$ cat src/fst_pkg.sv
// Package for the flow statistics table: types, constants, result codes.
// No dependencies.
`default_nettype none
package fst_pkg;
   localparam logic [31:0] HASH_SEED  = 32'h7135efee;
   localparam logic [63:0] MARK_MAGIC = 64'd8386112020297315432;

   typedef enum logic [1:0] {
      OUT_UNMARKED = 2'd0,
      OUT_INSERTED = 2'd1,
      OUT_UPDATED  = 2'd2,
      OUT_DROPPED  = 2'd3
   } outcome_type;

   typedef struct packed {
      logic [31:0] src_ip;
      logic [31:0] dst_ip;
      logic [15:0] udp_sport;
      logic [15:0] udp_dport;
      logic [47:0] src_mac;
      logic [47:0] dst_mac;
   } key_type;

   // one table slot as stored in memory
   typedef struct packed {
      logic [31:0] hash;
      key_type     key;
      logic [63:0] max_seq;
      logic [63:0] packets;
   } entry_type;

   function automatic logic [31:0] rotl(input logic [31:0] x, input int r);
      rotl = (x << r) | (x >> (32 - r));
   endfunction

   // lookup3 word: four wire bytes, first byte least significant
   function automatic logic [31:0] wswap(input logic [31:0] be);
      wswap = {be[7:0], be[15:8], be[23:16], be[31:24]};
   endfunction
endpackage
`default_nettype wire

$ cat src/fst_hash.sv
// lookup3 hash over the 24 byte flow key, one mixing round per cycle.
// Depends on fst_pkg.
`default_nettype none
module fst_hash (
   input  wire logic             clock,
   input  wire logic             reset,
   input  wire logic             start,
   input  wire fst_pkg::key_type key,
   output logic                  done,
   output logic [31:0]           hash
);
   import fst_pkg::*;

   logic [31:0] a_ff, b_ff, c_ff, a_in, b_in, c_in;
   logic [3:0]  step_ff, step_in;
   logic        busy_ff, busy_in, done_ff, done_in;
   key_type     key_ff, key_in;
   logic [31:0] w [6];
   logic [31:0] iv;

   // key is captured on start; later rounds use the held copy
   assign key_in = start ? key : key_ff;

   assign iv = 32'hdeadbeef + 32'd24 + HASH_SEED;
   assign w[0] = wswap(key_in.src_ip);
   assign w[1] = wswap(key_in.dst_ip);
   assign w[2] = wswap({key_in.udp_sport, key_in.udp_dport});
   assign w[3] = wswap(key_in.src_mac[47:16]);
   assign w[4] = wswap({key_in.src_mac[15:0], key_in.dst_mac[47:32]});
   assign w[5] = wswap(key_in.dst_mac[31:0]);

   always_comb begin
      a_in = a_ff; b_in = b_ff; c_in = c_ff;
      step_in = step_ff; busy_in = busy_ff; done_in = 1'b0;
      if (start) begin
         a_in = iv + w[0]; b_in = iv + w[1]; c_in = iv + w[2];
         step_in = 4'd0; busy_in = 1'b1;
      end else if (busy_ff) begin
         step_in = step_ff + 4'd1;
         case (step_ff)
            4'd0: begin a_in = (a_ff - c_ff) ^ rotl(c_ff, 4);  c_in = c_ff + b_ff; end
            4'd1: begin b_in = (b_ff - a_ff) ^ rotl(a_ff, 6);  a_in = a_ff + c_ff; end
            4'd2: begin c_in = (c_ff - b_ff) ^ rotl(b_ff, 8);  b_in = b_ff + a_ff; end
            4'd3: begin a_in = (a_ff - c_ff) ^ rotl(c_ff, 16); c_in = c_ff + b_ff; end
            4'd4: begin b_in = (b_ff - a_ff) ^ rotl(a_ff, 19); a_in = a_ff + c_ff; end
            4'd5: begin
               c_in = (c_ff - b_ff) ^ rotl(b_ff, 4);
               b_in = b_ff + a_ff + w[4];
               a_in = a_ff + w[3];
            end
            4'd6: c_in = c_ff + w[5];
            4'd7:  c_in = (c_ff ^ b_ff) - rotl(b_ff, 14);
            4'd8:  a_in = (a_ff ^ c_ff) - rotl(c_ff, 11);
            4'd9:  b_in = (b_ff ^ a_ff) - rotl(a_ff, 25);
            4'd10: c_in = (c_ff ^ b_ff) - rotl(b_ff, 16);
            4'd11: a_in = (a_ff ^ c_ff) - rotl(c_ff, 4);
            4'd12: b_in = (b_ff ^ a_ff) - rotl(a_ff, 14);
            4'd13: begin
               c_in = (c_ff ^ b_ff) - rotl(b_ff, 24);
               busy_in = 1'b0; done_in = 1'b1;
            end
            default: busy_in = 1'b0;
         endcase
      end
   end

   always_ff @(posedge clock) begin
      a_ff <= a_in; b_ff <= b_in; c_ff <= c_in; step_ff <= step_in;
      key_ff <= key_in;
      if (reset) begin
         busy_ff <= 1'b0; done_ff <= 1'b0;
      end else begin
         busy_ff <= busy_in; done_ff <= done_in;
      end
   end

   assign done = done_ff;
   assign hash = c_ff;
endmodule
`default_nettype wire

$ cat config.mk
export PLATFORM = sky130hd
export DESIGN_NAME = fst_hash
export DESIGN_NICKNAME = d
export VERILOG_FILES = /design/src/fst_pkg.sv /design/src/fst_hash.sv
export SDC_FILE = /design/constraint.sdc
export NUM_CORES = 2
export LEC_CHECK = 0
export ABC_CLOCK_PERIOD_IN_PS = 8500
export BUFFER_PORTS_ARGS = -buffer_cell sky130_fd_sc_hd__buf_2
export CAP_MARGIN = 25
export CORE_AREA = 2 2 260 518
export CTS_CLUSTER_DIAMETER = 40
export DETAILED_ROUTE_END_ITERATION = 10
export DIE_AREA = 0 0 262 520
export HOLD_SLACK_MARGIN = 0.12
export PLACE_DENSITY = 0.37
export SLEW_MARGIN = 30
export SYNTH_ARGS = -nofsm -noshare
export SYNTH_HDL_FRONTEND = slang
export SYNTH_SLANG_ARGS = --single-unit
$ cat constraint.sdc
create_clock -name clock -period 8.5 [get_ports clock]
set_clock_uncertainty 0.2 [all_clocks]
set_input_delay 0.425 -clock clock [delete_from_list [all_inputs] [get_ports clock]]
set_output_delay 0.425 -clock clock [all_outputs]
set_load 0.03 [all_outputs]
==> results_dict.tcl <==
set metrics [dict create \
    synth_area_leader_cell "ha_1" \
    cp_top_family "compound AO/OA/AOI/OAI gates" \
    placed_cell_area_um2 36100 \
    vias 33700 \
    fin_crit_ns 6.77 \
    antenna_found_initial 9 \
    cp_num_buf_inv 1 \
    grt_remaining_overflow 0 \
    slowest_stage "edfxtp_1" \
    synth-simple-area-share_pct 13.9 \
    synthFlopType "dfxtp_1" \
    grt.total_usage_pct 25.7 \
    drc 0 \
    grt_pass1_vias 34400 \
    rows 189 \
    die_height_um 520 \
    h-tree-depth 2 \
    slowest_delay_ns 0.61 \
    drv_cap 0 \
    ff2ff_path_depth 20 \
    drv_slew 0 \
    multiInputGateArea_um2 24400 \
    postLayoutCellArea_um2 40200 \
    max-slew-margin-rel_pct 30.1 \
    rr_endpoint "b_ff[31]$_DFFE_PP_" \
    critPathMaxFanout 9 \
    critical_path_class "reg2reg" \
    post-route-period-util_pct 79.7 \
    first_pass_iters 5 \
    synthCells 4161 \
    ys_types 92 \
    clkLatencyLatePin_ns 0.68 \
    hold_viol 0 \
    hold_end "key_ff[179]$_DFF_P_" \
    synth_edf_count 96 \
    hold_class "in2reg" \
    yosysTopAreaCellShare_pct 12.1 \
    synth_xor_area_share_pct 12.1 \
    antenna_left 0 \
    async_flop_share_pct 0 \
    grt_pass1_wl_mm 249 \
    max_freq_mhz 148 \
    ys_ff_latch 288 \
    dp.final_hpwl_mm 145 \
    first_iter_violations 1996 \
    synth_area_per_cell_um2 7.88 \
    rsz0062_at_grt "false" \
    regArea_um2 6730 \
    via_per_inst 5.32 \
    synth_area_leaders "ha_1 12%, dfxtp_1 12%, xnor2_1 9.4%" \
    crit_chain "inv_1 -> fa_1 -> o21bai_1 -> and4_1 -> o311ai_1 -> a31oi_1 -> a211o_1 -> o41a_1 -> xnor2_1 -> ha_1 -> a2111oi_0 -> o31ai_1 -> a21oi_1 -> o21ai_1 -> o31ai_1 -> a21oi_1 -> o41ai_1 -> xor3_1 -> nand2_1 -> a41oi_1" \
    holdPathStages 2 \
    outcome "completed" \
    synth-compound-area-share_pct 27.5 \
    required_ns 8.70 \
    utilization_pct 30.4 \
    min-delay-start "start" \
    yosysWarningCount 0 \
    rr_startpoint "b_ff[1]$_DFFE_PP_" \
    arrival_ns 6.97 \
    clock_path_buffers 3 \
    globalplace.congestion 0.970 \
    synthAdderAreaFrac_pct 12.8 \
    tightest_slew_ns 1.05 \
    fillCellCount 14400 \
    ios 228 \
    cts-buffers-inserted 56 \
    initial_core_util_pct 24.7 \
    synth_top_family_by_area "compound AO/OA/AOI/OAI gates" \
    tns_ns 0 \
    cts_sinks 288 \
    cts_tree "done" \
    fp.dieArea_um2 136000 \
    wire_per_inst_um 28.3 \
    area_growth_pct 22.7 \
    grt_start_max_net_pins 114 \
    path_clk_slew_ns 0.06 \
    post_cts_buffers 0 \
    cts_root_buf "clkbuf_16" \
    synth_seq_area_share_pct 20.5 \
    end_kind "register" \
    setup_viol 0 \
    synthMuxAreaShare_pct 7.88 \
    start_kind "register" \
    synth_area_um2 32800 \
    wl_mm 180 \
    core-area_um2 132000 \
    synthesis.nets 4683 \
    drive_above_1_share_pct 14.4 \
    portBuffers 227 \
    die_w_um 262 \
    fin_nets 5091 \
    reg2reg_slack_ns 1.73 \
]
[through the flow]
stage	cells	setup slack, ns	hold slack [ns]
2_1_floorplan	4161	3.11	0.219
3_3_place_gp	6017	1.66	0.242
3_5_place_dp	6017	1.67	0.240
4_1_cts	6335	1.63	0.120
5_1_grt	6336	1.33	0.134
6_report	6339	1.73	0.138
[flip-flops by register name (all words and copies together), names as in the netlist]
signal   cells
key_ff     186
a_ff        32
step_ff      4
b_ff        32
busy_ff      1
hash        32
done         1
[cell usage in the layout (no fill, tap or decap), drive strengths merged, types with 23 or more instances in the layout]
cell,synthesis,final
mux2i,33,33
a22oi,31,31
edfxtp,96,96
o21bai,46,46
o21a,33,33
nand3,61,61
a31oi,46,46
nor2,399,399
a21oi,534,534
nor2b,31,31
dfxtp,192,192
and3,23,23
xor2,100,100
a21o,99,99
nand4,26,26
a221oi,34,34
mux2,200,200
a211oi,53,53
o21ai,213,213
nor3,75,75
o22ai,37,37
a22o,34,34
clkbuf,127,67
o211ai,29,29
buf,47,311
o31ai,37,37
nand2,239,239
inv,266,291
dlygate4sd3,0,213
xnor2,350,350
ha,317,317
or3,27,27
nand2b,37,37
[cell families after synthesis]
kind of cell             Yosys count
multiplexers                     233
buffers and inverters            448
flip-flops                       288
AO/OA/AOI/OAI                   1409
adder cells (fa/ha/maj)          330
XOR/XNOR                         451
AND/OR/NAND/NOR                 1002
[area by class of cell]
| type | instances | area share [%] |
|---|---|---|
| clock inverters | 38 | 1.04 |
| repair buffers | 524 | 9.75 |
| flip-flops and latches | 288 | 16.7 |
| well taps | 1719 | 5.35 |
| clock buffers | 67 | 3.87 |
| diodes | 4 | 0.0249 |
| multi-input cells | 3425 | 60.7 |
| inverters | 274 | 2.56 |
[layer usage]
metal / global-route usage [%] / vias to the layer above / share of wire (%)
li1: - / 16000 / -
met1: 24.5 / 16200 / 34
met2: 48.3 / 1088 / 52
met3: 3.32 / 445 / 4.0
met4: 20.7 / 4 / 9.7
met5: 0 / - / 0.014
[worst max path at each step]
stage / startpoint / to / slack, ns / depth (start not counted)
floorplan: start / b_ff[30]$_DFFE_PP_ / 3.11 / 22
global placement: b_ff[1]$_DFFE_PP_ / b_ff[30]$_DFFE_PP_ / 1.66 / 21
detailed placement: b_ff[1]$_DFFE_PP_ / b_ff[30]$_DFFE_PP_ / 1.67 / 21
CTS: b_ff[1]$_DFFE_PP_ / b_ff[30]$_DFFE_PP_ / 1.63 / 21
global route: b_ff[1]$_DFFE_PP_ / b_ff[30]$_DFFE_PP_ / 1.33 / 21
finish: b_ff[1]$_DFFE_PP_ / b_ff[31]$_DFFE_PP_ / 1.73 / 20
[cell usage after synthesis (all sizes together), types with 10 or more instances]
cell type	count
a2111oi	15
a211o	14
a211oi	53
a21boi	16
a21o	99
a21oi	534
a221oi	34
a22o	34
a22oi	31
a311oi	11
a31oi	46
a32oi	12
and2	19
and3	23
buf	47
clkbuf	127
dfxtp	192
edfxtp	96
fa	10
ha	317
inv	266
mux2	200
mux2i	33
nand2	239
nand2b	37
nand3	61
nand4	26
nor2	399
nor2b	31
nor3	75
nor3b	10
nor4	17
o211ai	29
o21a	33
o21ai	213
o21bai	46
o221ai	12
o22ai	37
o31a	17
o31ai	37
o41ai	14
or2	12
or3	27
xnor2	350
xor2	100
[timing repair]
action	CTS	global route
resized for setup	0	0
setup endpoints to repair	0	0
endpoints found under the hold margin	253	0
hold buffers	213	0
Power is not shown: default switching activity piles up to over one toggle a cycle in this logic, so the estimate is an artifact.
